<file path="src/rtl/core/fwdm_pkg.sv">
package fwdm_pkg;

    // Stream and storage defaults
    localparam int AXIS_WIDTH_DEF  = 16;
    localparam int QUEUE_DEPTH_DEF = 4;

    // Fixed point: 1.0 is 2**FRAC_BITS
    localparam int FRAC_BITS = 14;
    localparam int UNIT_ONE  = 16384;

    // Internal widths
    localparam int UNIT_W     = 16;  // clamped axis or final unit value
    localparam int MIX_W      = 17;  // sums of up to three unit values
    localparam int MAG_W      = 16;  // magnitude of a mixed value, up to 2.0
    localparam int QUO_W      = 15;  // desaturation quotient, up to 1.0
    localparam int DIV_STAGES = QUO_W;
    localparam int CMD_W      = 15;
    localparam int NUM_CMDS   = 4;
    localparam int OUT_TDATA_W = ((NUM_CMDS * CMD_W + 7) / 8) * 8;

    // Configuration registers
    localparam int MODE_W     = 2;
    localparam int DEADBAND_W = 15;
    localparam int MAX_OUT_W  = 14;
    localparam int PROD_W     = UNIT_W + MAX_OUT_W + 1;
    localparam int CFG_ADDR_W = 2;
    localparam int CFG_DATA_W = 15;

    localparam logic [DEADBAND_W-1:0] DEADBAND_RESET = '0;
    localparam logic [MAX_OUT_W-1:0]  MAX_OUT_RESET  = 14'd12000;

    // Command kind flag
    localparam logic KIND_VELOCITY = 1'b0;
    localparam logic KIND_VOLTAGE  = 1'b1;

    typedef enum logic [MODE_W-1:0] {
        MODE_TANK      = 2'd0,
        MODE_ARCADE    = 2'd1,
        MODE_VECTOR    = 2'd2,
        MODE_HOLONOMIC = 2'd3
    } t_drive_mode;

    typedef enum logic [CFG_ADDR_W-1:0] {
        REG_DRIVE_MODE = 2'd0,
        REG_DEADBAND   = 2'd1,
        REG_MAX_OUTPUT = 2'd2
    } t_reg_idx;

    typedef struct packed {
        t_drive_mode             mode;
        logic [DEADBAND_W-1:0]   deadband;
        logic [MAX_OUT_W-1:0]    max_output;
    } t_cfg;

    // One mixed item as it travels from the front to the back
    typedef struct packed {
        logic signed [MIX_W-1:0] fl;
        logic signed [MIX_W-1:0] fr;
        logic signed [MIX_W-1:0] rr;
        logic signed [MIX_W-1:0] rl;
        logic                    kind;
        logic                    desat;    // vector pair needs scaling down
        logic                    l_major;  // left magnitude is the larger one
        logic [MAG_W-1:0]        num;      // smaller magnitude
        logic [MAG_W-1:0]        den;      // larger magnitude
    } t_mix_item;

endpackage

</file>
<file path="src/rtl/core/fwdm_front.sv">
module fwdm_front #(
    parameter int AXIS_WIDTH = fwdm_pkg::AXIS_WIDTH_DEF
) (
    input  logic                         i_clk,
    input  logic                         i_rst_n,
    input  fwdm_pkg::t_cfg               i_cfg,
    input  logic                         i_valid,
    output logic                         o_ready,
    input  logic signed [AXIS_WIDTH-1:0] i_strafe_axis,
    input  logic signed [AXIS_WIDTH-1:0] i_forward_axis,
    input  logic signed [AXIS_WIDTH-1:0] i_turn_axis,
    input  logic signed [AXIS_WIDTH-1:0] i_left_stick,
    input  logic signed [AXIS_WIDTH-1:0] i_right_stick,
    input  logic                         i_q_full,
    output logic                         o_push,
    output fwdm_pkg::t_mix_item          o_item
);

    localparam int UNIT_W = fwdm_pkg::UNIT_W;
    localparam int MIX_W  = fwdm_pkg::MIX_W;
    localparam int MAG_W  = fwdm_pkg::MAG_W;
    localparam int EXT_W  = (AXIS_WIDTH > MIX_W) ? AXIS_WIDTH : MIX_W;

    typedef struct packed {
        logic signed [UNIT_W-1:0] x;
        logic signed [UNIT_W-1:0] y;
        logic signed [UNIT_W-1:0] z;
        logic signed [UNIT_W-1:0] lt;
        logic signed [UNIT_W-1:0] rt;
    } t_axes;

    function automatic logic signed [UNIT_W-1:0] clamp_axis(
        input logic signed [AXIS_WIDTH-1:0] v
    );
        logic signed [EXT_W-1:0] e;
        e = EXT_W'(v);
        if (e > EXT_W'(fwdm_pkg::UNIT_ONE)) begin
            e = EXT_W'(fwdm_pkg::UNIT_ONE);
        end else if (e < EXT_W'(-fwdm_pkg::UNIT_ONE)) begin
            e = EXT_W'(-fwdm_pkg::UNIT_ONE);
        end
        return UNIT_W'(e);
    endfunction

    function automatic logic signed [UNIT_W-1:0] deadband_axis(
        input logic signed [UNIT_W-1:0]          v,
        input logic                              use_db,
        input logic [fwdm_pkg::DEADBAND_W-1:0]   db
    );
        logic signed [UNIT_W-1:0] neg;
        logic [UNIT_W-1:0]        mag;
        neg = -v;
        mag = v[UNIT_W-1] ? neg : v;
        if (use_db && (mag < UNIT_W'(db))) begin
            return '0;
        end
        return v;
    endfunction

    function automatic logic [MAG_W-1:0] abs_mix(input logic signed [MIX_W-1:0] v);
        logic signed [MIX_W-1:0] neg;
        neg = -v;
        return v[MIX_W-1] ? MAG_W'(neg) : MAG_W'(v);
    endfunction

    function automatic logic signed [MIX_W-1:0] clamp_mix(input logic signed [MIX_W-1:0] v);
        if (v > MIX_W'(fwdm_pkg::UNIT_ONE)) begin
            return MIX_W'(fwdm_pkg::UNIT_ONE);
        end
        if (v < MIX_W'(-fwdm_pkg::UNIT_ONE)) begin
            return MIX_W'(-fwdm_pkg::UNIT_ONE);
        end
        return v;
    endfunction

    logic                r_f1_valid;
    logic                r_f2_valid;
    t_axes               r_f1;
    t_axes               n_f1;
    fwdm_pkg::t_mix_item r_f2;
    fwdm_pkg::t_mix_item n_f2;
    logic                use_db;

    logic signed [MIX_W-1:0] x;
    logic signed [MIX_W-1:0] y;
    logic signed [MIX_W-1:0] z;
    logic signed [MIX_W-1:0] sum_l;
    logic signed [MIX_W-1:0] sum_r;
    logic signed [MIX_W-1:0] m;
    logic [MAG_W-1:0]        mag_a;
    logic [MAG_W-1:0]        mag_b;
    logic [MAG_W-1:0]        big;
    logic                    same_sign;
    logic                    l_major;

    // Stall the front only when the queue cannot take the finished item
    assign o_ready = !r_f2_valid || !i_q_full;
    assign o_push  = r_f2_valid && !i_q_full;
    assign o_item  = r_f2;

    // Stage 1: clamp every axis, then apply the deadband outside vector mode
    always_comb begin
        use_db  = (i_cfg.mode != fwdm_pkg::MODE_VECTOR);
        n_f1.x  = deadband_axis(clamp_axis(i_strafe_axis), use_db, i_cfg.deadband);
        n_f1.y  = deadband_axis(clamp_axis(i_forward_axis), use_db, i_cfg.deadband);
        n_f1.z  = deadband_axis(clamp_axis(i_turn_axis), use_db, i_cfg.deadband);
        n_f1.lt = deadband_axis(clamp_axis(i_left_stick), use_db, i_cfg.deadband);
        n_f1.rt = deadband_axis(clamp_axis(i_right_stick), use_db, i_cfg.deadband);
    end

    // Stage 2: mix the axes by drive mode
    always_comb begin
        x         = MIX_W'(r_f1.x);
        y         = MIX_W'(r_f1.y);
        z         = MIX_W'(r_f1.z);
        sum_l     = y + z;
        sum_r     = y - z;
        same_sign = (y[MIX_W-1] == z[MIX_W-1]);
        mag_a     = '0;
        mag_b     = '0;
        big       = '0;
        m         = '0;
        l_major   = 1'b0;
        n_f2      = '0;
        n_f2.kind = fwdm_pkg::KIND_VOLTAGE;
        case (i_cfg.mode)
            fwdm_pkg::MODE_TANK: begin
                n_f2.fl = MIX_W'(r_f1.lt);
                n_f2.rl = MIX_W'(r_f1.lt);
                n_f2.fr = MIX_W'(r_f1.rt);
                n_f2.rr = MIX_W'(r_f1.rt);
            end
            fwdm_pkg::MODE_ARCADE: begin
                mag_a = abs_mix(y);
                mag_b = abs_mix(z);
                big   = (mag_a > mag_b) ? mag_a : mag_b;
                m     = $signed(MIX_W'(big));
                if (y[MIX_W-1]) begin
                    m = -m;
                end
                n_f2.fl = clamp_mix(same_sign ? m : sum_l);
                n_f2.fr = clamp_mix(same_sign ? sum_r : m);
                n_f2.rr = n_f2.fr;
                n_f2.rl = n_f2.fl;
            end
            fwdm_pkg::MODE_VECTOR: begin
                mag_a        = abs_mix(sum_l);
                mag_b        = abs_mix(sum_r);
                l_major      = (mag_a >= mag_b);
                big          = l_major ? mag_a : mag_b;
                n_f2.fl      = sum_l;
                n_f2.rl      = sum_l;
                n_f2.fr      = sum_r;
                n_f2.rr      = sum_r;
                n_f2.kind    = fwdm_pkg::KIND_VELOCITY;
                n_f2.desat   = (big > MAG_W'(fwdm_pkg::UNIT_ONE));
                n_f2.l_major = l_major;
                n_f2.num     = l_major ? mag_b : mag_a;
                n_f2.den     = big;
            end
            fwdm_pkg::MODE_HOLONOMIC: begin
                n_f2.fl = clamp_mix(y + x + z);
                n_f2.fr = clamp_mix(y - x - z);
                n_f2.rr = clamp_mix(y + x - z);
                n_f2.rl = clamp_mix(y - x + z);
            end
            default: begin
                n_f2.kind = fwdm_pkg::KIND_VOLTAGE;
            end
        endcase
    end

    // Advance both front stages together
    always_ff @(posedge i_clk) begin
        if (!i_rst_n) begin
            r_f1_valid <= 1'b0;
            r_f2_valid <= 1'b0;
        end else if (o_ready) begin
            r_f1_valid <= i_valid;
            r_f2_valid <= r_f1_valid;
        end
    end

    always_ff @(posedge i_clk) begin
        if (o_ready) begin
            r_f1 <= n_f1;
            r_f2 <= n_f2;
        end
    end

    // Only vector mode asks for desaturation
    a_desat_is_velocity: assert property (@(posedge i_clk) disable iff (!i_rst_n)
        r_f2_valid && r_f2.desat |-> r_f2.kind == fwdm_pkg::KIND_VELOCITY)
        else $error("desaturation flagged on a voltage command");

endmodule

</file>
<file path="config.mk">
export PLATFORM = sky130hd
export DESIGN_NAME = fwdm_front
export DESIGN_NICKNAME = d
export VERILOG_FILES = /design/src/rtl/core/fwdm_pkg.sv /design/src/rtl/core/fwdm_front.sv
export SDC_FILE = /design/constraint.sdc
export NUM_CORES = 1
export LEC_CHECK = 0
export ABC_AREA = 0
export BUFFER_PORTS_ARGS = -buffer_cell sky130_fd_sc_hd__buf_2
export CELL_PAD_IN_SITES_DETAIL_PLACEMENT = 1
export CELL_PAD_IN_SITES_GLOBAL_PLACEMENT = 2
export CORE_MARGIN = 4
export CORE_UTILIZATION = 37
export DETAILED_ROUTE_END_ITERATION = 16
export PLACE_DENSITY_LB_ADDON = 0.25
export SYNTH_ARGS = -nofsm -noshare
export SYNTH_HDL_FRONTEND = slang
export SYNTH_SLANG_ARGS = --single-unit
export TNS_END_PERCENT = 100
</file>
<file path="constraint.sdc">
create_clock -name i_clk -period 8.73 [get_ports i_clk]
set_input_delay 1.3095 -clock i_clk [delete_from_list [all_inputs] [get_ports i_clk]]
set_output_delay 1.3095 -clock i_clk [all_outputs]
set_load 0.1 [all_outputs]
</file>
# Word-level counts from Yosys, hierarchy flattened
# Index checks and enable logic that the tools add are counted.
# totals
reg_bits	185
in_bits	115
# op_classes
n_addsub	18
n_lt_le_gt_ge	30
n_eq_ne	5
muxes	97
n_reduce_logical	10
# op_table
operator	count
$mux W16	32
$mux W17	28
$pmux W68 S4	1
$neg A16 Y16	9
$gt A17 B16 Y1 const B	6
$lt A17 B15 Y1 const B	6
$gt A16 B16 Y1 const B	5
$lt A16 B15 Y1	5
$lt A16 B15 Y1 const B	5
$mux W1	35
$mux W35	1
$add A16 B16 Y17	2
$add A17 B16 Y17	2
$sub A16 B16 Y17	2
$sub A17 B16 Y17	2
$neg A16 Y17	1
$ge A16 B16 Y1	1
$gt A16 B15 Y1 const B	1
$gt A16 B16 Y1	1
$logic_and A1 B1 Y1	6
$eq A2 B2 Y1 const B	2
$eq A2 B1 Y1 const B	1
$logic_not A1 Y1	2
$logic_not A2 Y1	1
3 further kinds	3

# Longest topological paths before layout
# depth
word_depth	16
depth_mapped	29
mapped_depth_nobuf	26

# Worst setup path before layout
# Ideal clock, no wire load.
# synth_timing
kind	reg2reg
from	register r_f1[33] (netlist name)
to	register r_f2 (netlist bit o_item[38]), data pin
setup_time_ns	0.138
t_arrival_ns	6.930
required_ns	8.592
path_slack_ns	1.662
path_stages_with_launch	29
n_path_buf	5
cell_sequence	edfxtp_1 inv_1 ha_1 or4b_1 buf_2 o41ai_1 xnor2_1 inv_1 ha_1 a21o_1 a21o_1 a2111o_1 o31ai_4 buf_2 buf_2 nor2_1 a21oi_1 ha_1 nand4_1 or3_1 a21o_1 o211a_1 or2_1 clkbuf_1 or4_1 o211ai_2 buf_6 o211ai_2 nand4_1
# synth_rtl
item	line_no	rtl
from (decl)	fwdm_front.sv:78	t_axes r_f1;
from (signal assigned)	fwdm_front.sv:186	r_f1 <= n_f1;
to (signal assigned)	fwdm_front.sv:187	r_f2 <= n_f2;
to (decl)	fwdm_front.sv:80	fwdm_pkg::t_mix_item r_f2;

==> results.md <==
- Antenna violations before repair: 2
- HP Class: register to register
- Highest-count cells in the layout ignoring fill and taps: ha_1 (238), nor2_1 (228), nand2_1 (215)
- Final hold vios: 0
- P_leak: approximately 0.011 uW
- Crit Path Class: register to register
- Gpl congestion: between 0.9 and 1
- Root Driver: clkbuf_16
- Non-Filler Instances: ~3,600
- Hold-fix buffers, CTS: 0
- Largest net degree at the start of global routing: 79
- Post-synth net total: roughly 3,000
- Slowest-stage cell, CP: edfxtp_1
- I/O pin count: between 200 and 250
- Post-CTS setup buffers: 0
- # resized after CTS: 0
- Post-synth EDFFs: about 180
- Syn_area_per_cell: around 8.3 um^2
- Site Rows: 88
- Port Buffers: between 200 and 250
- Clock Skews: ~19 ps
- Crit-path cells: inv_1 -> ha_1 -> nor4b_1 -> nand2b_1 -> o21ai_0 -> xor2_1 -> inv_1 -> ha_1 -> nand4_1 -> nor4_1 -> a21boi_0 -> o31ai_4 -> o21ai_0 -> ha_1 -> nand4_1 -> or3_1 -> a21o_1 -> o31ai_1 -> or2_1 -> or4_1 -> o211ai_2 -> o211ai_1 -> nand4_1
- Die X: 251 um
- Gr usage total: 0.283
- Yosys warning total: 0
- Crit path time final: 8180 ps
- Post-Syn Area: 21,800 um^2
- CP max stage delay: 680 ps
- Rel. slew slack: 0.247
- Unrepaired setup endpoints after global routing: no
- Clock sinks: between 150 and 200
- CTS Buffer Depth: 2
- Reg2Reg Depth: 23
- Sum Neg Setup Slack: 0 ps
- CP Data Arrival Time: about 8400 ps
- DP Wirelength: around 75,000 um
- Routed Antenna Nets: 0
- Ys flop type: edfxtp_1
- Outcome: finished, final reports clean
- Fin crit share: 0.937
- VDD IR max: approximately 0.37 mV
- Worst setup path startpoint: r_f1[49]
- Post-synth ARST share: 0
- Final core utilization: 0.419
- R2r setup slk: about 550 ps
- WL final: just over 90,000 um
- Number of synthesized register bits: between 150 and 200
- CTS clk-pin slew, worst paths: 80 ps
- Starting density of the core: 0.376
- TritonCTS clock tree: built
- Sequential fraction of the synthesis area: 0.252
- Total CTS buffers: 17
- Crit path max fanout: 14
- Vias in the first global route: roughly 22,000
- H-tree depth: 4
- Die area: roughly 63,000 um^2
- Drt first-iter violations: between 1,500 and 2,000
- Via density: 6.05
- Clock Latency Late Sink: ~500 ps
- Syn Inst Count: 2,636
- Die height: ~250 um
- Worst Setup EP: o_item[48]
- Synth cell types: 96
- Cell Pwr Density: 347 nW/um^2
- R2r endpoint: o_item[48]
- Post-route DRC violation count: 0
- Final setup vio count: 0
- First-pass GRT wire length: roughly 140,000 um
- WL/cell: 25.8 um
- Vias: approximately 22,000
- Area growth syn-to-layout: 11.4%
- Layout cell share with drive strength beyond 1: 0.124
- Final Max Slew Viols: 0
- CP required: about 9000 ps
- Core area: just under 60,000 um^2
- Fmax: between 100 and 150 MHz
- Dpl cells: 3,530
- Drt first pass iters: 7
- Max-capacitance violation count: 0
- Worst slew pin tran: between 1000 and 1500 ps
- Nets: 3,145
- Total gr overflow: 0
- CP startpoint kind: register
- Kind of end point of the critical path: register
- Commonest non-fill, non-tap cell in the layout: ha_1
- Worst r2r src: r_f1[49]
==> power by group <==
| group | switching (uW) | total, uW | internal, uW |
|---|---|---|---|
| logic | 4480 | 6160 | 1670 |
| clock network | 411 | 821 | 410 |
| registers | 174 | 1440 | 1270 |
==> routing by layer <==
metal  routed length, um  GRT usage
met1               38700      0.357
met2               43800      0.480
met3                4580     0.0407
met4                4740      0.130
met5                   0          0
==> sequential cells by signal, indices dropped and copies added (netlist names) <==
register	flops
r_f1	80
r_f1_valid	1
o_item	102
r_f2_valid	1
==> cell type report <==
cell class,instances,area [um^2]
Fill cell,6968,33700
Multi-Input combinational cell,2174,15300
Sequential cell,184,5510
Timing Repair Buffer,249,1360
Tap cell,765,957
Inverter,158,593
Clock buffer,17,425
Clock inverter,15,180
Antenna cell,1,2.50
==> cells in the mapped netlist (all sizes together) (13+ instances only) <==
library cell	count	area (um^2)
ha	238	2980
or2	19	119
o41ai	14	138
a21o	38	285
xnor2	126	1100
nand2b	55	344
nand3	53	270
and3	37	231
nor4	28	175
nor2	228	856
o21ai	148	744
nor2b	51	319
a21oi	163	816
nand2	216	811
a211oi	40	315
edfxtp	182	5470
o21a	24	180
o2111ai	16	140
inv	156	586
a31oi	24	150
and2	47	297
nand4	55	350
a21boi	15	113
or3	40	255
nor3	70	350
clkbuf	97	364
o31ai	42	329
o21bai	16	120
o221ai	18	164
a32oi	13	114
buf	23	135
mux2i	35	350
o211ai	42	385
or4	17	128
xor2	76	666
==> per-stage QoR <==
stage               hold WS (ps)  setup WS, ps  area [um^2]  power [uW]
floorplan                    459          1660        21800        5740
global placement             468          1030        23700        7400
detailed placement           487           767        23700        7520
CTS                          499           757        24300        8370
global route                 558          91.7        24300        8860
finish                       502           551        24300        8420
==> cells by family (layout without fill, tap and decap cells) <==
kind of cell | after synthesis | in the layout | share of synthesized area
compound gates | 733 | 733 | 0.233
xor+xnor | 202 | 202 | 0.0811
buf+inv | 278 | 439 | 0.0501
mux | 41 | 41 | 0.0192
simple gates | 952 | 952 | 0.221
flops | 184 | 184 | 0.252
other cells | 0 | 1 | 0
fa+ha+maj | 246 | 246 | 0.144
==> worst max-delay path, delay by kind of cell (launching register included) <==
family | cells | cell delay, ps
AO/OA/AOI/OAI | 8 | 2870
XOR/XNOR | 1 | 260
adder cells (fa/ha/maj) | 3 | 920
buffers and inverters | 2 | 280
flip-flops | 1 | 680
AND/OR/NAND/NOR | 9 | 2890
==> worst min path at each step <==
stage                     slack, ps       start  cells after the start    endpoint
final                           500  r_f1_valid                      2  r_f1_valid
after global routing            560  r_f1_valid                      2  r_f1_valid
after CTS                       500  r_f1_valid                      2  r_f1_valid
after detailed placement        490  r_f1_valid                      2  r_f1_valid
after global placement          470  r_f1_valid                      2  r_f2_valid
after floorplan                 460  r_f1_valid                      2  r_f2_valid
Power figures use the tool's default switching activity.
