`src/rtl/core/fwdm_pkg.sv`:
```
package fwdm_pkg;

    // Stream and storage defaults
    localparam int AXIS_WIDTH_DEF  = 16;
    localparam int QUEUE_DEPTH_DEF = 4;

    // Fixed point: 1.0 is 2**FRAC_BITS
    localparam int FRAC_BITS = 14;
    localparam int UNIT_ONE  = 16384;

    // Internal widths
    localparam int UNIT_W     = 16;  // clamped axis or final unit value
    localparam int MIX_W      = 17;  // sums of up to three unit values
    localparam int MAG_W      = 16;  // magnitude of a mixed value, up to 2.0
    localparam int QUO_W      = 15;  // desaturation quotient, up to 1.0
    localparam int DIV_STAGES = QUO_W;
    localparam int CMD_W      = 15;
    localparam int NUM_CMDS   = 4;
    localparam int OUT_TDATA_W = ((NUM_CMDS * CMD_W + 7) / 8) * 8;

    // Configuration registers
    localparam int MODE_W     = 2;
    localparam int DEADBAND_W = 15;
    localparam int MAX_OUT_W  = 14;
    localparam int PROD_W     = UNIT_W + MAX_OUT_W + 1;
    localparam int CFG_ADDR_W = 2;
    localparam int CFG_DATA_W = 15;

    localparam logic [DEADBAND_W-1:0] DEADBAND_RESET = '0;
    localparam logic [MAX_OUT_W-1:0]  MAX_OUT_RESET  = 14'd12000;

    // Command kind flag
    localparam logic KIND_VELOCITY = 1'b0;
    localparam logic KIND_VOLTAGE  = 1'b1;

    typedef enum logic [MODE_W-1:0] {
        MODE_TANK      = 2'd0,
        MODE_ARCADE    = 2'd1,
        MODE_VECTOR    = 2'd2,
        MODE_HOLONOMIC = 2'd3
    } t_drive_mode;

    typedef enum logic [CFG_ADDR_W-1:0] {
        REG_DRIVE_MODE = 2'd0,
        REG_DEADBAND   = 2'd1,
        REG_MAX_OUTPUT = 2'd2
    } t_reg_idx;

    typedef struct packed {
        t_drive_mode             mode;
        logic [DEADBAND_W-1:0]   deadband;
        logic [MAX_OUT_W-1:0]    max_output;
    } t_cfg;

    // One mixed item as it travels from the front to the back
    typedef struct packed {
        logic signed [MIX_W-1:0] fl;
        logic signed [MIX_W-1:0] fr;
        logic signed [MIX_W-1:0] rr;
        logic signed [MIX_W-1:0] rl;
        logic                    kind;
        logic                    desat;    // vector pair needs scaling down
        logic                    l_major;  // left magnitude is the larger one
        logic [MAG_W-1:0]        num;      // smaller magnitude
        logic [MAG_W-1:0]        den;      // larger magnitude
    } t_mix_item;

endpackage

```
`src/rtl/core/fwdm_back.sv`:
```
module fwdm_back (
    input  logic                                 i_clk,
    input  logic                                 i_rst_n,
    input  logic [fwdm_pkg::MAX_OUT_W-1:0]       i_max_output,
    input  logic                                 i_q_empty,
    input  fwdm_pkg::t_mix_item                  i_item,
    output logic                                 o_pop,
    output logic                                 o_valid,
    input  logic                                 i_ready,
    output logic [fwdm_pkg::CMD_W-1:0]           o_fl,
    output logic [fwdm_pkg::CMD_W-1:0]           o_fr,
    output logic [fwdm_pkg::CMD_W-1:0]           o_rr,
    output logic [fwdm_pkg::CMD_W-1:0]           o_rl,
    output logic                                 o_kind
);

    localparam int STAGES  = fwdm_pkg::DIV_STAGES;
    localparam int QUO_W   = fwdm_pkg::QUO_W;
    localparam int MAG_W   = fwdm_pkg::MAG_W;
    localparam int UNIT_W  = fwdm_pkg::UNIT_W;
    localparam int CMD_W   = fwdm_pkg::CMD_W;
    localparam int PROD_W  = fwdm_pkg::PROD_W;
    localparam int MO_W    = fwdm_pkg::MAX_OUT_W;
    localparam logic [QUO_W-1:0] TOP_BIT = {1'b1, {(QUO_W-1){1'b0}}};

    typedef struct packed {
        fwdm_pkg::t_mix_item item;
        logic [MAG_W-1:0]    rem;
        logic [QUO_W-1:0]    quo;
    } t_div_stage;

    // One restoring step: one quotient bit
    function automatic t_div_stage div_step(
        input t_div_stage       cur,
        input logic [MAG_W:0]   trial,
        input logic [QUO_W-1:0] bit_mask
    );
        t_div_stage     nxt;
        logic [MAG_W:0] den;
        nxt = cur;
        den = {1'b0, cur.item.den};
        if (trial >= den) begin
            nxt.quo = cur.quo | bit_mask;
            nxt.rem = MAG_W'(trial - den);
        end else begin
            nxt.rem = MAG_W'(trial);
        end
        return nxt;
    endfunction

    function automatic logic [CMD_W-1:0] scale_cmd(
        input logic signed [UNIT_W-1:0] u,
        input logic [MO_W-1:0]          mo
    );
        logic signed [PROD_W-1:0] p;
        p = PROD_W'(u) * $signed({1'b0, mo});
        return p[fwdm_pkg::FRAC_BITS +: CMD_W];
    endfunction

    logic                     back_en;
    logic [STAGES-1:0]        r_vld;
    t_div_stage               r_stg [STAGES];
    t_div_stage               n_stg [STAGES];
    t_div_stage               first;
    t_div_stage               last;

    logic signed [UNIT_W-1:0] one;
    logic signed [UNIT_W-1:0] qv;
    logic signed [UNIT_W-1:0] mag_l;
    logic signed [UNIT_W-1:0] mag_r;
    logic signed [UNIT_W-1:0] u_l;
    logic signed [UNIT_W-1:0] u_r;
    logic signed [UNIT_W-1:0] u_fl;
    logic signed [UNIT_W-1:0] u_fr;
    logic signed [UNIT_W-1:0] u_rr;
    logic signed [UNIT_W-1:0] u_rl;

    logic                     r_out_valid;
    logic [CMD_W-1:0]         r_fl;
    logic [CMD_W-1:0]         r_fr;
    logic [CMD_W-1:0]         r_rr;
    logic [CMD_W-1:0]         r_rl;
    logic                     r_kind;

    // The whole back moves when the output register is free or drained
    assign back_en = !r_out_valid || i_ready;
    assign o_pop   = back_en && !i_q_empty;

    // Divider stages: quotient bits from the top down
    always_comb begin
        first      = '0;
        first.item = i_item;
        n_stg[0]   = div_step(first, {1'b0, i_item.num}, TOP_BIT);
        for (int k = 1; k < STAGES; k++) begin
            n_stg[k] = div_step(r_stg[k-1], {r_stg[k-1].rem, 1'b0}, TOP_BIT >> k);
        end
    end

    always_ff @(posedge i_clk) begin
        if (!i_rst_n) begin
            r_vld <= '0;
        end else if (back_en) begin
            r_vld <= {r_vld[STAGES-2:0], o_pop};
        end
    end

    always_ff @(posedge i_clk) begin
        if (back_en) begin
            for (int k = 0; k < STAGES; k++) begin
                r_stg[k] <= n_stg[k];
            end
        end
    end

    // Unit values: when desat, the larger side is full scale and the other the quotient
    always_comb begin
        last  = r_stg[STAGES-1];
        one   = UNIT_W'(fwdm_pkg::UNIT_ONE);
        qv    = $signed(UNIT_W'(last.quo));
        mag_l = last.item.l_major ? one : qv;
        mag_r = last.item.l_major ? qv : one;
        u_l   = last.item.fl[fwdm_pkg::MIX_W-1] ? -mag_l : mag_l;
        u_r   = last.item.fr[fwdm_pkg::MIX_W-1] ? -mag_r : mag_r;
        u_fl  = last.item.desat ? u_l : UNIT_W'(last.item.fl);
        u_fr  = last.item.desat ? u_r : UNIT_W'(last.item.fr);
        u_rr  = last.item.desat ? u_r : UNIT_W'(last.item.rr);
        u_rl  = last.item.desat ? u_l : UNIT_W'(last.item.rl);
    end

    // Output register: scale by max output and hold until taken
    always_ff @(posedge i_clk) begin
        if (!i_rst_n) begin
            r_out_valid <= 1'b0;
        end else if (back_en) begin
            r_out_valid <= r_vld[STAGES-1];
        end
    end

    always_ff @(posedge i_clk) begin
        if (back_en && r_vld[STAGES-1]) begin
            r_fl   <= scale_cmd(u_fl, i_max_output);
            r_fr   <= scale_cmd(u_fr, i_max_output);
            r_rr   <= scale_cmd(u_rr, i_max_output);
            r_rl   <= scale_cmd(u_rl, i_max_output);
            r_kind <= last.item.kind;
        end
    end

    assign o_valid = r_out_valid;
    assign o_fl    = r_fl;
    assign o_fr    = r_fr;
    assign o_rr    = r_rr;
    assign o_rl    = r_rl;
    assign o_kind  = r_kind;

    a_stall_holds_pipe: assert property (@(posedge i_clk) disable iff (!i_rst_n)
        r_out_valid && !i_ready |=> $stable(r_vld))
        else $error("divider pipeline moved while output stalled");

    a_quotient_bound: assert property (@(posedge i_clk) disable iff (!i_rst_n)
        r_vld[STAGES-1] && last.item.desat && last.quo[QUO_W-1]
        |-> last.quo[QUO_W-2:0] == '0)
        else $error("desaturation quotient above full scale");

endmodule

```
`config.mk`:
```
export PLATFORM = sky130hd
export DESIGN_NAME = fwdm_back
export DESIGN_NICKNAME = d
export VERILOG_FILES = /design/src/rtl/core/fwdm_pkg.sv /design/src/rtl/core/fwdm_back.sv
export SDC_FILE = /design/constraint.sdc
export NUM_CORES = 2
export LEC_CHECK = 0
export BUFFER_PORTS_ARGS = -buffer_cell sky130_fd_sc_hd__buf_2
export CAP_MARGIN = 20
export CELL_PAD_IN_SITES_DETAIL_PLACEMENT = 0
export CELL_PAD_IN_SITES_GLOBAL_PLACEMENT = 1
export CORE_MARGIN = 5
export CORE_UTILIZATION = 26
export CTS_CLUSTER_DIAMETER = 80
export CTS_CLUSTER_SIZE = 28
export DETAILED_ROUTE_END_ITERATION = 8
export GPL_TIMING_DRIVEN = 0
export PLACE_DENSITY = 0.48
export SLEW_MARGIN = 15
export SYNTH_ARGS = -nofsm -noshare
export SYNTH_HDL_FRONTEND = slang
export SYNTH_SLANG_ARGS = --single-unit
```
`constraint.sdc`:
```
create_clock -name i_clk -period 48.3 [get_ports i_clk]
set_input_delay 2.415 -clock i_clk [delete_from_list [all_inputs] [get_ports i_clk]]
set_output_delay 2.415 -clock i_clk [all_outputs]
set_load 0.03 [all_outputs]
```
### Word-level counts from Yosys, hierarchy flattened

Memories as Yosys holds them, arrays and structs flattened.
Index checks and enable logic that the tools add are counted.

| operators by class | value |
|---|---|
| $add $sub $neg | 17 |
| $mul | 4 |
| order comparisons | 15 |
| multiplexer cells | 40 |
| reduce and logical (&&, ||, !) cells | 5 |

Operator list:

| kind | number |
|---|---|
| 16-bit 2-to-1 mux | 21 |
| 16-bit subtractor | 15 |
| 17-bit by 16-bit greater-or-equal comparator with 1-bit output | 14 |
| 16-bit by 15-bit multiplier with 29-bit output | 4 |
| 15-bit 2-to-1 mux | 3 |
| 15-bit negation with 16-bit output | 2 |
| 16-bit greater-or-equal comparator | 1 |
| 14-bit 2-to-1 mux | 1 |
| 13-bit 2-to-1 mux | 1 |
| 12-bit 2-to-1 mux | 1 |
| 11-bit 2-to-1 mux | 1 |
| 10-bit 2-to-1 mux | 1 |
| 9-bit 2-to-1 mux | 1 |
| 8-bit 2-to-1 mux | 1 |
| 7-bit 2-to-1 mux | 1 |
| 6-bit 2-to-1 mux | 1 |
| 5-bit 2-to-1 mux | 1 |
| 4-bit 2-to-1 mux | 1 |
| 1-bit 2-to-1 mux | 3 |
| 3-bit 2-to-1 mux | 1 |
| 1-bit logical AND | 2 |
| 1-bit logical NOT | 2 |
| 2-bit 2-to-1 mux | 1 |
| 1-bit logical OR | 1 |

| word-level totals | value |
|---|---|
| flip-flop bits (word level) | 77 |
| RAM bits | 2010 |
| input bits | 121 |
| memories | 1 |

Memories:

| memory | depth | width | read ports | clocked after memory_dff | wr ports | line | RTL |
|---|---|---|---|---|---|---|---|
| r_stg | 15 | 134 | 15 | 0 | 15 | fwdm_back.sv:62 | `t_div_stage r_stg [STAGES];` |

### Depth between registers and ports, before layout

An unclocked memory read counts as a cell.

| logic depth | value |
|---|---|
| depth in word-level cells | 6 |
| depth in mapped cells | 36 |

### Least setup slack after synthesis

No wires, ideal clock.

| timing | value |
|---|---|
| path kind | input -> register |
| start | input i_ready |
| end | register r_fl[0] (netlist: o_fl[0]) (enable) |
| setup time | 0.425 ns |
| data arrival time | 50.666 ns |
| setup slack | -2.792 ns |
| stages on the path | 5 |
| cell sequence | nor2b_1 > clkbuf_1 > inv_1 > clkbuf_1 > and2_1 |

| between the ends | value |
|---|---|
| longest elaborated chain between the ends | 2 |

RTL lines:

| element | line | RTL |
|---|---|---|
| start: declaration | fwdm_back.sv:9 | `input logic i_ready,` |
| 1-bit logical OR | fwdm_back.sv:86 | `assign back_en = !r_out_valid \|\| i_ready;` |
| 1-bit logical AND | fwdm_back.sv:140 | `if (back_en && r_vld[STAGES-1]) begin` |
| end signal: assignment | fwdm_back.sv:141 | `r_fl <= scale_cmd(u_fl, i_max_output);` |
| end: declaration | fwdm_back.sv:79 | `logic [CMD_W-1:0] r_fl;` |

No other way between the ends.
A chain may end at the register's enable or synchronous reset.

==> impl_metrics.toml <==
[grt]
grtUsageMet2_pct = 23.32
grt_pass1_vias = 57150
grt_start_max_net_pins = 104
global_route.overflow_total = 0
global_route.usage.total_pct = 12.79
globalRoute.busiestLayer = "met2"
use_met3_pct = 1.456
number_of_antenna_violations_at_the_first_check_in_global_routing = 21
globalRouteMet1Util_pct = 15.93
global_route_wire_length_before_repair_um = 369400

[synthesis]
post_synth_inst_count = 7273
synth_most_common_cell = "sky130_fd_sc_hd__edfxtp_1"
dominantRegCellSynth = "sky130_fd_sc_hd__edfxtp_1"
synthTopCellsByArea = "sky130_fd_sc_hd__edfxtp_1 52%, sky130_fd_sc_hd__fa_1 18%, sky130_fd_sc_hd__ha_1 6.6%, sky130_fd_sc_hd__inv_1 4.6%, sky130_fd_sc_hd__and2_1 3.6%"
ys_top_cells_by_count = "1664 x sky130_fd_sc_hd__edfxtp_1, 1173 x sky130_fd_sc_hd__inv_1, 842 x sky130_fd_sc_hd__fa_1"
synthesis.area_per_instance_um2 = 13.18
synthDistinctLibCells = 79
yosysSeqAreaShare_pct = 52.47
netlist_area_um2 = 95830
async_reset_ff_share_pct = 0
yosys_register_bits = 1680
synth_edf_count = 1664
mappedNetlistNets = 8745
synth_largest_area_cell = "sky130_fd_sc_hd__edfxtp_1"
number_of_synthesis_warnings = 0
synth.top_cell.area_share_pct = 52.14

[clocking]
cts_hold_buffers = 0
insertion_delay_ns = 0.91
clkSlewWorstSetupHoldPaths_ns = 0.10
number_of_h_tree_levels = 3
clockRootBuffer = "sky130_fd_sc_hd__clkbuf_16"
cts_setup_buffers = 0
cts_tree = "built"
cts_made_buffers = 110
clkSinkCount = 1680
post_cts_resized = 0
clock_tree.buffer_depth = 4

[die]
core_area_um2 = 368000
start_util_pct = 26.04
die_y_um = 617.1
row_count = 223
chipWidth_um = 617.1
floorplan.die_area_um2 = 380800
ios = 184

[critical_path]
crit-reg2reg-launch = "r_stg[1][867]"
worstReg2RegEnd = "o_fl[14]"
criticalPathCategory = "reg -> reg"
worst_path_max_delay_cell = "sky130_fd_sc_hd__o21ai_0"
timing.critical_path.from_type = "flip-flop"
critPathMaxFanout = 10
worst-r2r-cell-count = 33
timing.critical_path.mode_cell = "sky130_fd_sc_hd__fa_1"
crit_path_end_kind = "flip-flop"
critPathRequiredTime_ns = 48.84
r2r_slack_ns = 37.33
timing.critical_path.arrival_ns = 11.51
critPathMaxStageDelay_ns = 0.62

[final_layout]
nets_finish = 9074
final_layout_size_suffix_gt1_share_pct = 7.803
seq_area_um2 = 50290
fillerInstances = 37200
flow.area_growth_from_synthesis_pct = 12.26
combined_area_of_the_multi_input_logic_cells_um2 = 40310
finish.utilization_pct = 29.23

[route]
antenna_nets_post_route = 0
route.vias.total = 52660
wl_um = 244000
routed_via_density = 4.203
first_iter_violations = 2915
drt-wirelength-per-cell_um = 19.47
drt_pre_antenna_iters = 8
total_drc_errors_in_the_routed_layout = 0

[min_path]
worstHoldPathType = "reg -> reg"
hold_path_end = "r_stg[1][764]"
timing.hold.worst.start = "r_stg[1][630]"
whs_path_depth = 0

[timing]
finalClockSkew_ns = 0.1022
min_period_over_period_pct = 22.71
timing.final.max_slew_violations = 0
tns_ns = 0
final_min_period_ns = 10.97
relSlewSlack_pct = 19.91
final-setup-viol-count = 0
timing_hold_violations_final = 0
rsz0062_at_grt = "false"
fin_hold_ws_ns = 0.3958
tightestPinTransition_ns = 1.201
fmax_mhz = 91.18

[status]
run_status = "finished, final reports clean"

[job]
max-cap-violations = 0

[place]
dp_hpwl_um = 193700
place_congestion = 0.8661
port_buffers = 171
==> metrics by stage <==
stage,instances,worst slack (ns),instance area (um^2)
6_report,12530,37.33,107600
5_1_grt,12520,36.54,107600
4_1_cts,12510,37.04,107500
3_5_place_dp,12330,37.09,103600
3_3_place_gp,12280,13.06,102700
2_1_floorplan,7273,22.06,95830
==> cell type report <==
class                      instances  share of cell area [%]
multi-input combinational       4206                   37.47
sequential                      1680                   46.74
antenna                           16                 0.03722
timing repair buffer             217                   1.567
clock buffer                     112                   2.566
tap                             4837                   5.625
buffer                           213                  0.8281
inverter                        1174                   4.096
clock inverter                    75                   1.066
==> worst max-delay path, delay by kind of cell (launching register included) <==
family | cells | cell delay (ns)
xor gates and xnor gates | 1 | 0.13
buffers and inverters | 9 | 2.17
AOI/OAI and AO/OA | 10 | 3.43
DFF | 1 | 0.36
adders and majority gates | 8 | 3.67
and+or+nand+nor | 5 | 0.90
==> cells by family after synthesis <==
| logic type | after synthesis | share of synthesized area [%] |
|---|---|---|
| adders and majority gates | 1351 | 24.23 |
| and+or+nand+nor | 1770 | 9.309 |
| DFF | 1680 | 52.47 |
| xor gates and xnor gates | 262 | 2.394 |
| buffers and inverters | 1387 | 5.503 |
| muxes | 120 | 1.392 |
| AOI/OAI and AO/OA | 703 | 4.692 |
==> metal layers <==
layer	vias to the layer above	share of wire (%)
met5	-	0.0086
met3	248	3.1
met2	742	52
li1	24930	-
met1	26730	42
met4	4	2.9
==> cell usage in the layout (no fill, tap or decap), types with 106 or more instances in the layout <==
cell type,n
sky130_fd_sc_hd__edfxtp_1,1664
sky130_fd_sc_hd__fa_1,842
sky130_fd_sc_hd__mux2_2,106
sky130_fd_sc_hd__inv_1,1173
sky130_fd_sc_hd__nor2_1,265
sky130_fd_sc_hd__o21ai_0,146
sky130_fd_sc_hd__buf_2,188
sky130_fd_sc_hd__clkbuf_1,172
sky130_fd_sc_hd__ha_1,509
sky130_fd_sc_hd__clkbuf_16,110
sky130_fd_sc_hd__and2_1,556
sky130_fd_sc_hd__xnor2_1,194
sky130_fd_sc_hd__nand2_1,549
sky130_fd_sc_hd__a21oi_1,195
==> flip-flops by register name, indices dropped and copies added (netlist names) <==
signal,flops
r_vld,15
o_rr,15
o_fr,15
o_rl,15
r_stg,1603
o_valid,1
o_kind,1
o_fl,15
==> worst max path at each step <==
stage                           to     startpoint  cells after the start  slack, ns
after floorplan            o_fl[0]        i_ready                      5      22.06
after global placement     o_rl[1]        i_ready                      6      13.06
after detailed placement  o_fl[14]  r_stg[1][867]                     33      37.09
after CTS                 o_fl[14]  r_stg[1][867]                     33      37.04
after global routing      o_fl[14]  r_stg[1][867]                     33      36.54
final                     o_fl[14]  r_stg[1][867]                     33      37.33
Power is left out: the tool's default activity adds up to more than one toggle a clock period on the data nets, which glitch-free logic cannot reach.
