**src/rtl/core/fwdm_pkg.sv**
```systemverilog
package fwdm_pkg;

    // Stream and storage defaults
    localparam int AXIS_WIDTH_DEF  = 16;
    localparam int QUEUE_DEPTH_DEF = 4;

    // Fixed point: 1.0 is 2**FRAC_BITS
    localparam int FRAC_BITS = 14;
    localparam int UNIT_ONE  = 16384;

    // Internal widths
    localparam int UNIT_W     = 16;  // clamped axis or final unit value
    localparam int MIX_W      = 17;  // sums of up to three unit values
    localparam int MAG_W      = 16;  // magnitude of a mixed value, up to 2.0
    localparam int QUO_W      = 15;  // desaturation quotient, up to 1.0
    localparam int DIV_STAGES = QUO_W;
    localparam int CMD_W      = 15;
    localparam int NUM_CMDS   = 4;
    localparam int OUT_TDATA_W = ((NUM_CMDS * CMD_W + 7) / 8) * 8;

    // Configuration registers
    localparam int MODE_W     = 2;
    localparam int DEADBAND_W = 15;
    localparam int MAX_OUT_W  = 14;
    localparam int PROD_W     = UNIT_W + MAX_OUT_W + 1;
    localparam int CFG_ADDR_W = 2;
    localparam int CFG_DATA_W = 15;

    localparam logic [DEADBAND_W-1:0] DEADBAND_RESET = '0;
    localparam logic [MAX_OUT_W-1:0]  MAX_OUT_RESET  = 14'd12000;

    // Command kind flag
    localparam logic KIND_VELOCITY = 1'b0;
    localparam logic KIND_VOLTAGE  = 1'b1;

    typedef enum logic [MODE_W-1:0] {
        MODE_TANK      = 2'd0,
        MODE_ARCADE    = 2'd1,
        MODE_VECTOR    = 2'd2,
        MODE_HOLONOMIC = 2'd3
    } t_drive_mode;

    typedef enum logic [CFG_ADDR_W-1:0] {
        REG_DRIVE_MODE = 2'd0,
        REG_DEADBAND   = 2'd1,
        REG_MAX_OUTPUT = 2'd2
    } t_reg_idx;

    typedef struct packed {
        t_drive_mode             mode;
        logic [DEADBAND_W-1:0]   deadband;
        logic [MAX_OUT_W-1:0]    max_output;
    } t_cfg;

    // One mixed item as it travels from the front to the back
    typedef struct packed {
        logic signed [MIX_W-1:0] fl;
        logic signed [MIX_W-1:0] fr;
        logic signed [MIX_W-1:0] rr;
        logic signed [MIX_W-1:0] rl;
        logic                    kind;
        logic                    desat;    // vector pair needs scaling down
        logic                    l_major;  // left magnitude is the larger one
        logic [MAG_W-1:0]        num;      // smaller magnitude
        logic [MAG_W-1:0]        den;      // larger magnitude
    } t_mix_item;

endpackage

```
**src/rtl/core/fwdm_queue.sv**
```systemverilog
module fwdm_queue #(
    parameter int DEPTH = fwdm_pkg::QUEUE_DEPTH_DEF
) (
    input  logic                i_clk,
    input  logic                i_rst_n,
    input  logic                i_push,
    input  fwdm_pkg::t_mix_item i_item,
    output logic                o_full,
    input  logic                i_pop,
    output logic                o_empty,
    output fwdm_pkg::t_mix_item o_item
);

    localparam int PTR_W = $clog2(DEPTH);

    logic [PTR_W:0]      r_wr_ptr;
    logic [PTR_W:0]      r_rd_ptr;
    fwdm_pkg::t_mix_item r_mem [DEPTH];

    assign o_empty = (r_wr_ptr == r_rd_ptr);
    assign o_full  = (r_wr_ptr[PTR_W] != r_rd_ptr[PTR_W]) &&
                     (r_wr_ptr[PTR_W-1:0] == r_rd_ptr[PTR_W-1:0]);
    assign o_item  = r_mem[r_rd_ptr[PTR_W-1:0]];

    // Advance pointers on push and pop
    always_ff @(posedge i_clk) begin
        if (!i_rst_n) begin
            r_wr_ptr <= '0;
            r_rd_ptr <= '0;
        end else begin
            if (i_push) begin
                r_wr_ptr <= r_wr_ptr + 1'b1;
            end
            if (i_pop) begin
                r_rd_ptr <= r_rd_ptr + 1'b1;
            end
        end
    end

    // Store the pushed beat
    always_ff @(posedge i_clk) begin
        if (i_push) begin
            r_mem[r_wr_ptr[PTR_W-1:0]] <= i_item;
        end
    end

    a_no_push_full: assert property (@(posedge i_clk) disable iff (!i_rst_n)
        !(i_push && o_full))
        else $error("push into a full queue");

    a_push_fills: assert property (@(posedge i_clk) disable iff (!i_rst_n)
        i_push && !i_pop |=> !o_empty)
        else $error("queue empty after a push without pop");

endmodule

```
**config.mk**
```make
export PLATFORM = sky130hd
export DESIGN_NAME = fwdm_queue
export DESIGN_NICKNAME = d
export VERILOG_FILES = /design/src/rtl/core/fwdm_pkg.sv /design/src/rtl/core/fwdm_queue.sv
export SDC_FILE = /design/constraint.sdc
export NUM_CORES = 1
export LEC_CHECK = 0
export BUFFER_PORTS_ARGS = -buffer_cell sky130_fd_sc_hd__buf_2
export CAP_MARGIN = 15
export CORE_MARGIN = 5
export CORE_UTILIZATION = 45
export CTS_CLUSTER_DIAMETER = 120
export DETAILED_ROUTE_END_ITERATION = 10
export PLACE_DENSITY = 0.71
export SYNTH_ARGS = -nofsm -noshare
export SYNTH_HDL_FRONTEND = slang
export SYNTH_SLANG_ARGS = --single-unit
```
**constraint.sdc**
```tcl
create_clock -name i_clk -period 4.4 [get_ports i_clk]
set_input_delay 0.22 -clock i_clk [delete_from_list [all_inputs] [get_ports i_clk]]
set_output_delay 0.22 -clock i_clk [all_outputs]
set_load 0.01 [all_outputs]
```
Word-level counts from Yosys, hierarchy flattened --
Memories as Yosys holds them, arrays and structs flattened. A register that Yosys moved wholly into a read port is not among the register bits. Index checks and enable logic that the tools add are counted. W data, S select, Z words.
Word-level totals: register bits after elaboration 6, RAM bits 412, bits of input ports 107, output and inout bits 105, word-level logic and storage cells 13, memories 1
Memory list:
- r_mem | depth 4, width 103, read ports 1, clocked after Yosys merged registers in 1, write ports 1, RTL line fwdm_queue.sv:18 | fwdm_pkg::t_mix_item r_mem [DEPTH];
Operators by class: $add $sub $neg 2, equal/unequal tests 3, multiplexer cells 4, reduce and logical (&&, ||, !) cells 1
Operator list (count):
- $add A3 B1 Y3 const B | 2
- $mux W2 | 2
- $eq A3 B3 Y1 | 1
- $eq A2 B2 Y1 | 1
- $mux W1 | 2
- $logic_and A1 B1 Y1 | 1
- $ne A1 B1 Y1 | 1

Longest topological paths before layout --
Gate-level depths: netlist (run 1).
word-level depth 3, depth in mapped cells 4, gate-level depth less buffers 4

Worst setup path before layout (run 1) --
No wires, ideal clock.
path type flip-flop to flip-flop, start register r_wr_ptr[0], end memory r_mem[3][0] (netlist bit), enable pin, library setup time 473 ps, data arrival time 2992 ps, data required time 3927 ps, path slack 935 ps, stages on the path, launching flop included 3, buffers on the path 0, clock period less this slack 3465 ps, cell sequence dfxtp_1 ha_1 and2_1
RTL lines:
- start: declaration | RTL line fwdm_queue.sv:16 | logic [PTR_W:0] r_wr_ptr;
- start signal: assignment | RTL line fwdm_queue.sv:32 | r_wr_ptr <= r_wr_ptr + 1'b1;
- end: declaration | RTL line fwdm_queue.sv:18
No word-level cell before the write port.

==> flow_metrics.env, run 1 <==
export IMPL_status="completed"
export IMPL_die_h_um=194.6
export IMPL_maxSlewViolCount=0
export IMPL_cts_buffers=43
export IMPL_syn_nets=691
export IMPL_cp_max_fo=23
export IMPL_hold_viol=0
export IMPL_num_rows=67
export IMPL_fmaxAchievable_mhz=375.1
export IMPL_fin_worst_skew_ps=6.875
export IMPL_worstRegToRegCells=3
export IMPL_hold_class="primary input to register"
export IMPL_drt_iter0_markers=354
export IMPL_drive_gt1_share_pct=41.07
export IMPL_fin_crit_ps=2666
export IMPL_routed_wl_um=29780
export IMPL_dpl_cell_area_sq_um=16860
export IMPL_p_leak_nw=6.533
export IMPL_drc=0
export IMPL_p_per_area_nw_per_um2=467.0
export IMPL_maxCapViolCount=0
export IMPL_cts_root_buf="clkbuf_16"
export IMPL_min_from="i_rst_n"
export IMPL_placeableCoreArea_sq_um=33620
export IMPL_fin_crit_sh_pct=60.58
export IMPL_vias=7222
export IMPL_fillCellCount=2460
export IMPL_critical_path_class="register to primary output"
export IMPL_ctsHoldBuffers=104
export IMPL_die_area_sq_um=37880
export IMPL_yosysWarnings=0
export IMPL_syn_inst=579
export IMPL_io_pins=212
export IMPL_synth_cell_type_count=21
export IMPL_setup_viol=0
export IMPL_grt_ovfl_total=0
export IMPL_syn_mean_instance_area_sq_um=26.49
export IMPL_ir_drop_mv=0.3153
export IMPL_first_pass_iters=4
export IMPL_synth_top_area_share_pct=80.65
export IMPL_clock_path_buffers=3
export IMPL_reg2reg_to="r_mem[3][58]$_DFFE_PP_"
export IMPL_die_w_um=194.6
export IMPL_finalSetupTns_ps=0
export IMPL_syn2layout_area_growth_pct=25.58
export IMPL_crit_arrival_ps=2450
export IMPL_cts_num_sinks=420
export IMPL_cts_clk_slew_worst_paths_ps=60
export IMPL_fin_nets=1035
export IMPL_start_util_pct=45.63
export IMPL_via_per_inst=5.129
export IMPL_synth_top_area_cell="edfxtp_1"
export IMPL_slew_limit_headroom_pct=35.33
export IMPL_grt_usage_pct=15.51
export IMPL_post_route_util_pct=57.30
export IMPL_grt_start_max_net_pins=61
export IMPL_grt_pass1_vias=7825
export IMPL_r2r_setup_slack_ps=2230
export IMPL_cts_htree_levels=2
export IMPL_antenna_left=0
export IMPL_min_path_cells=3
export IMPL_post_cts_buffers=0
export IMPL_synth_area_sq_um=15340
export IMPL_postLayoutCellArea_sq_um=19260
export IMPL_grt_pass1_wl_um=46160
export IMPL_holdPathEnd="r_wr_ptr[0]$_SDFFE_PN0P_"
export IMPL_start_kind="register"
export IMPL_tightest_slew_ps=970.1
export IMPL_fin_cells=1408
export IMPL_synth_seq_cells=420
export IMPL_port_buffers=211
export IMPL_grt_setup_unrepaired="no"
export IMPL_numPlacedInstances=1222
export IMPL_postCtsResizedCells=0
export IMPL_antenna_found_initial=2
export IMPL_final_common_cell="edfxtp_1"
export IMPL_gp_congestion=0.7019
export IMPL_final_cell_mix="edfxtp_1 (412), buf_2 (211), dlygate4sd3_1 (104), mux4_2 (103), clkbuf_16 (43)"
export IMPL_insertion_delay_ps=520
export IMPL_crit_required_ps=4180
export IMPL_yosys_top_cells_area="edfxtp_1 (81%), mux4_2 (15%), buf_12 (1.0%), dfxtp_1 (1.0%), ha_1 (0.41%)"
export IMPL_setup_worst_path_end_class="primary output"
export IMPL_place_detailed_hpwl_um=16980
export IMPL_ys_seq_area_share_pct=81.70
export IMPL_rr_startpoint="r_wr_ptr[0]$_SDFFE_PN0P_"
export IMPL_cts_tree="built"
export IMPL_post_drt_wl_per_cell_um=21.15
==> worst max-delay path, cell delays in order, from the launching register on <==
cell     delay [ps]
dfxtp_4         650
buf_4           490
mux4_2          580
buf_2           160
==> where the power goes <==
| group | switching (mW) | internal [mW] | leakage, nW |
|---|---|---|---|
| clock | 1.42 | 2.03 | 0.668 |
| combinational | 0.445 | 0.435 | 2.01 |
| sequential | 0.0710 | 4.59 | 3.85 |
| total | 1.93 | 7.06 | 6.53 |
==> flip-flops by register name, summed over array words and instances, names as in the netlist, named ones only <==
| register | cells |
|---|---|
| r_rd_ptr | 3 |
| r_wr_ptr | 3 |
| r_mem | 412 |
==> layer usage <==
metal  track usage (%)  wire length (um)
met5                 0                 0
met4             3.151               487
met3             4.086              1964
met2             25.25             14490
met1             21.57             12830
==> per-stage QoR <==
step	hold slack, ps	power, mW	setup WS, ps
floorplan	318.9	5.242	934.5
global route	40.94	9.361	1518
CTS	12.36	9.104	1633
detailed placement	436.7	5.576	2141
global placement	433.8	5.557	2193
finish	25.06	8.996	1734
==> how the worst max path moves through the flow <==
stage,from,depth (start not counted),slack [ps],to
after CTS,register,3,1630,o_item[92]
after detailed placement,r_wr_ptr[0]$_SDFFE_PN0P_,3,2140,r_mem[3][63]$_DFFE_PP_
after global placement,r_wr_ptr[0]$_SDFFE_PN0P_,3,2190,r_mem[3][58]$_DFFE_PP_
after global routing,register,3,1520,o_item[91]
final,register,3,1730,o_item[28]
after floorplan,r_wr_ptr[0]$_SDFFE_PN0P_,2,930,r_mem[3][0]$_DFFE_PP_
==> area by class of cell <==
class | instances | area (sq um) | area share, %
clock inverters | 23 | 200.2 | 1.039
flip-flops and latches | 420 | 12540 | 65.09
well taps | 448 | 560.5 | 2.910
multi-input cells | 132 | 2557 | 13.28
inverters | 3 | 11.26 | 0.05846
diodes | 3 | 7.507 | 0.03897
repair buffers | 323 | 2232 | 11.59
clock buffers | 56 | 1155 | 5.995
==> cell usage after synthesis, drive strengths merged <==
master and n:
edfxtp 412, mux4 103, buf 23, dfxtp 8, ha 5, nor2 5, and2 4, inv 3
xnor2 3, a21bo 2, a21oi 2, mux2i 2, nand3b 2, xor2 2, clkbuf 1, nor3 1
nor3b 1
==> cells by family (layout without fill, tap and decap cells) <==
logic type	after synthesis	in the layout	synth area share (%)
muxes	105	105	15.25
other	0	3	0
and+or+nand+nor	13	13	0.4649
DFF	420	420	81.70
xor gates and xnor gates	5	5	0.2855
buffers and inverters	27	405	1.697
AOI/OAI and AO/OA	4	4	0.1958
adders and majority gates	5	5	0.4078
Note: power is estimated with default switching activity, not from simulation.
==> run 2: changes to the inputs <==
Clock period 4.4 ns to 2.7 ns, I/O delays scaled along.
==> run 2 against run 1 <==
  * Flip-flop and latch count unchanged
  * Non-clock buffer count rose by 16
  * Routed wire length fell by 0.14%
  * Combinational power is 69% higher
  * Register-to-register slack worse by 1200 ps
  * Cell area rose by 1.2%
  * Setup slack lost 1300 ps
  * First-iteration DRC count grew 7.3%
  * Utilization grew 0.67 points
  * Largest cell class unchanged
==> flow_metrics.env, run 2 (same netlist as run 1, synthesis figures left out) <==
export IMPL_antenna_left=0
export IMPL_clock_power_share_pct=39.0
export IMPL_maxCapViolCount=0
export IMPL_p_per_area_nw_per_um2=762.4
export IMPL_maxSlewViolCount=0
export IMPL_busiest_layer="met2"
export IMPL_die_area_sq_um=37880
export IMPL_hold_viol=0
export IMPL_status="completed"
export IMPL_fin_worst_skew_ps=16.43
export IMPL_dp_slack_ps=980.6
export IMPL_r2r_setup_slack_ps=1000
export IMPL_fin_crit_sh_pct=82.86
export IMPL_setup_worst_path_end_class="primary output"
export IMPL_grt_pass1_vias=8095
export IMPL_multi_input_area_sq_um=2557
export IMPL_post_drt_wl_per_cell_um=20.93
export IMPL_timing_final_ws_setup_ps=462.7
export IMPL_fmaxAchievable_mhz=447.0
export IMPL_first_pass_iters=6
export IMPL_grt_setup_unrepaired="no"
export IMPL_cts_buffers=43
export IMPL_drive_gt1_share_pct=41.40
export IMPL_cts_tree="built"
export IMPL_cp_max_fo=34
export IMPL_setup_viol=0
export IMPL_p_leak_nw=6.648
export IMPL_largest_reg_flops=412
export IMPL_cts_num_sinks=420
export IMPL_cts_root_buf="clkbuf_16"
export IMPL_dpl_cell_area_sq_um=17030
export IMPL_gp_congestion=0.7176
export IMPL_io_pins=212
export IMPL_via_per_inst=5.061
export IMPL_final_common_cell="edfxtp_1"
export IMPL_fin_crit_ps=2237
export IMPL_start_kind="register"
export IMPL_drc=0
export IMPL_crit_required_ps=2570
export IMPL_tightest_slew_ps=583.0
export IMPL_drt_iter0_markers=380
export IMPL_grt_start_max_net_pins=59
export IMPL_cts_htree_levels=2
export IMPL_port_buffers=211
export IMPL_ir_drop_mv=0.5381
export IMPL_finalSetupTns_ps=0
export IMPL_met1_usage_pct=20.51
export IMPL_post_route_util_pct=57.98
export IMPL_post_cts_buffers=0
export IMPL_grt_ovfl_total=0
export IMPL_hold_class="primary input to register"
export IMPL_final_cell_mix="edfxtp_1 (412), buf_2 (211), dlygate4sd3_1 (107), mux4_2 (103), clkbuf_16 (43)"
export IMPL_grt_usage_pct=15.97
export IMPL_grt_pass1_wl_um=46930
export IMPL_p_int_mw=11.72
export IMPL_insertion_delay_ps=550
export IMPL_fin_worst_hold_slack_ps=338.9
export IMPL_grt_use_met3_pct=4.934
export IMPL_slew_limit_headroom_pct=61.14
export IMPL_met2_usage_pct=26.94
export IMPL_fillCellCount=2368
export IMPL_critical_path_class="register to primary output"
export IMPL_postLayoutCellArea_sq_um=19490
export IMPL_start_util_pct=45.63
export IMPL_antenna_found_initial=2
export IMPL_regArea_sq_um=12540
export IMPL_num_rows=67
export IMPL_routed_wl_um=29740
export IMPL_place_detailed_hpwl_um=17760
export IMPL_fin_nets=1051
export IMPL_die_w_um=194.6
export IMPL_p_switching_mw=3.140
export IMPL_comb_power_share_pct=10.0
export IMPL_placeableCoreArea_sq_um=33620
export IMPL_seqPwrFrac_pct=51.0
export IMPL_cts_clk_slew_worst_paths_ps=60
export IMPL_clock_path_buffers=3
export IMPL_vias=7192
export IMPL_p_sw_share_pct=21.13
export IMPL_syn2layout_area_growth_pct=27.06
export IMPL_die_h_um=194.6
export IMPL_crit_arrival_ps=2100
[run 2: what timing repair did]
| item | in CTS | in global routing |
|---|---|---|
| gates resized for setup | 0 | 0 |
| hold buffers | 107 | 0 |
| endpoints found under the hold margin | 420 | 0 |
[run 2: cell type report]
cell class | instances | share of cell area (%)
flip-flops and latches | 420 | 64.34
inverters | 3 | 0.05778
repair buffers | 339 | 12.49
multi-input cells | 132 | 13.12
clock inverters | 26 | 1.412
well taps | 448 | 2.876
clock buffers | 51 | 5.675
diodes | 2 | 0.02568
[run 2: final timing paths]
kind | start | to | cells after the start
worst min-delay path | i_item[23] | r_mem[3][23]$_DFFE_PP_ | 2
worst max-delay path | register | o_item[76] | 3
worst min register to register | r_rd_ptr[1]$_SDFFE_PN0P_ | register | 2
worst max register to register | r_wr_ptr[0]$_SDFFE_PN0P_ | r_mem[0][52]$_DFFE_PP_ | 4
[run 2: power groups by stage]
stage / logic [mW] / registers, mW / clock network, mW
after floorplan: 0.849 / 7.68 / 0
final: 1.49 / 7.58 / 5.79
after detailed placement: 1.40 / 7.72 / 0
after CTS: 1.53 / 7.58 / 5.96
after global routing: 1.62 / 7.60 / 6.24
after global placement: 1.38 / 7.70 / 0
[run 2: critical path, cell delays in order, from the launching register on]
cell     delay (ps)
dfxtp_4         720
buf_4           300
mux4_2          340
buf_2           170
[run 2: layer usage]
layer / up-vias / share of wire [%]
met1: 3711 / 40
met4: 0 / 1.9
met3: 49 / 6.8
met5: - / 0
met2: 208 / 51
li1: 3224 / -
[run 2: per-stage QoR]
stage	power [mW]	std cells
global route	15.46	1421
finish	14.86	1421
CTS	15.07	1419
detailed placement	9.117	1235
floorplan	8.526	579
global placement	9.084	1235
==> run 3: changes to the inputs <==
Clock period 2.7 ns to 2.3 ns, I/O delays scaled along.
==> run 3 against run 2 <==
  * Global-route usage shrank 0.17 points
  * Non-clock buffer count grew 8
  * Register-to-register slack lost 440 ps
  * First-iteration DRC count shrank 3.9%
  * Clock power grew 13%
  * Setup slack lost 330 ps
  * Sequential share of layout area shrank 0.11 points
  * Critical endpoint is now o_item[37]
  * Count of clock-buffer cells in the layout shrank 2
==> flow_metrics.env, run 3 (same netlist as run 1, synthesis figures left out) <==
export IMPL_status="completed"
export IMPL_cts_clk_slew_worst_paths_ps=60
export IMPL_final_common_cell="edfxtp_1"
export IMPL_fin_crit_ps=2168
export IMPL_via_per_inst=5.077
export IMPL_syn2layout_area_growth_pct=27.27
export IMPL_cts_root_buf="clkbuf_16"
export IMPL_die_h_um=194.6
export IMPL_cts_num_sinks=420
export IMPL_crit_required_ps=2180
export IMPL_crit_arrival_ps=2050
export IMPL_p_leak_nw=6.667
export IMPL_slew_limit_headroom_pct=71.02
export IMPL_postLayoutCellArea_sq_um=19520
export IMPL_ir_drop_mv=0.7153
export IMPL_fillCellCount=2362
export IMPL_diodes=0
export IMPL_finalSetupTns_ps=0
export IMPL_final_cell_mix="edfxtp_1 (412), buf_2 (211), dlygate4sd3_1 (107), mux4_2 (103), clkbuf_16 (44)"
export IMPL_insertion_delay_ps=550
export IMPL_routed_wl_um=30180
export IMPL_hold_class="primary input to register"
export IMPL_antenna_found_initial=0
export IMPL_largest_reg_flops=412
export IMPL_drt_iter0_markers=365
export IMPL_cts_tree="built"
export IMPL_grt_pass1_vias=8074
export IMPL_maxSlewViolCount=0
export IMPL_setup_viol=0
export IMPL_gp_congestion=0.6991
export IMPL_post_drt_wl_per_cell_um=21.20
export IMPL_fin_nets=1059
export IMPL_die_w_um=194.6
export IMPL_antenna_left=0
export IMPL_p_per_area_nw_per_um2=881.9
export IMPL_finalPower_mw=17.22
export IMPL_io_pins=212
export IMPL_hold_viol=0
export IMPL_drive_gt1_share_pct=41.80
export IMPL_setup_worst_path_end_class="primary output"
export IMPL_grt_usage_pct=15.80
export IMPL_grt_pass1_wl_um=46800
export IMPL_port_buffers=211
export IMPL_dp_slack_ps=559.9
export IMPL_vias=7230
export IMPL_cp_max_fo=18
export IMPL_dpl_cell_area_sq_um=17060
export IMPL_num_rows=67
export IMPL_tightest_slew_ps=434.7
export IMPL_start_kind="register"
export IMPL_fin_crit_sh_pct=94.24
export IMPL_start_util_pct=45.63
export IMPL_grt_ovfl_total=0
export IMPL_cts_htree_levels=2
export IMPL_grt_start_max_net_pins=56
export IMPL_critical_path_class="register to primary output"
export IMPL_place_detailed_hpwl_um=17890
export IMPL_die_area_sq_um=37880
export IMPL_placeableCoreArea_sq_um=33620
export IMPL_fin_worst_hold_slack_ps=321.4
export IMPL_drc=0
export IMPL_clock_path_buffers=3
export IMPL_first_pass_iters=4
export IMPL_cts_buffers=43
export IMPL_maxCapViolCount=0
export IMPL_grt_setup_unrepaired="no"
export IMPL_fmaxAchievable_mhz=461.3
export IMPL_fin_worst_skew_ps=13.67
export IMPL_timing_final_ws_setup_ps=132.4
-- run 3: cell count changes in the layout (fill, tap and decap cells not counted), sizes merged --
cell,before,now
buf,232,240
bufinv,6,3
clkbuf,51,49
clkinv,19,18
clkinvlp,0,2
diode,2,0
inv,4,5
-- run 3: path summary, 6_finish.rpt --
check	slack (ps)	cells past startpoint	end	from
worst max-delay path	130	4	o_item[37]	register
worst min-delay path	320	2	r_mem[1][19]$_DFFE_PP_	i_item[19]
worst max register to register	560	3	r_mem[3][49]$_DFFE_PP_	r_wr_ptr[0]$_SDFFE_PN0P_
worst min register to register	550	2	register	r_rd_ptr[1]$_SDFFE_PN0P_
-- run 3: worst max-delay path: stages (launching register included) --
cell	delay, ps
dfxtp_4	440
buf_4	170
buf_12	190
mux4_2	540
buf_2	160
-- run 3: cell type report --
type	instances	area (sq um)	area share, %
flip-flops and latches	420	12540	64.23
well taps	448	560.5	2.871
inverters	3	11.26	0.05768
clock buffers	49	1120	5.736
multi-input cells	132	2557	13.10
clock inverters	25	211.5	1.083
repair buffers	347	2522	12.92
-- run 3: where the power goes --
group | internal (mW) | leakage (nW) | switching, mW
clock network | 3.82 | 0.647 | 2.70
logic | 0.897 | 2.17 | 0.900
registers | 8.79 | 3.85 | 0.106
-- run 3: stage by stage --
stage	cells	util, %
floorplan	579	-
CTS	1418	57.92
detailed placement	1237	50.75
finish	1424	58.07
global route	1424	58.07
global placement	1237	50.75
-- run 3: routing by layer --
metal | up-vias | global-route usage (%) | routed length [um]
li1 | 3238 | - | -
met1 | 3736 | 20.28 | 12400
met2 | 222 | 27.02 | 15260
met3 | 34 | 4.553 | 2086
met4 | 0 | 3.698 | 439
met5 | - | 0 | 0
-- run 3: what timing repair did --
action / CTS / global route
gates resized for setup: 1 / 1
gates cloned: 0 / 0
buffers inserted: 0 / 6
hold buffers: 107 / 0
hold endpoints to repair: 420 / 0
setup endpoints to repair: 15 / 68
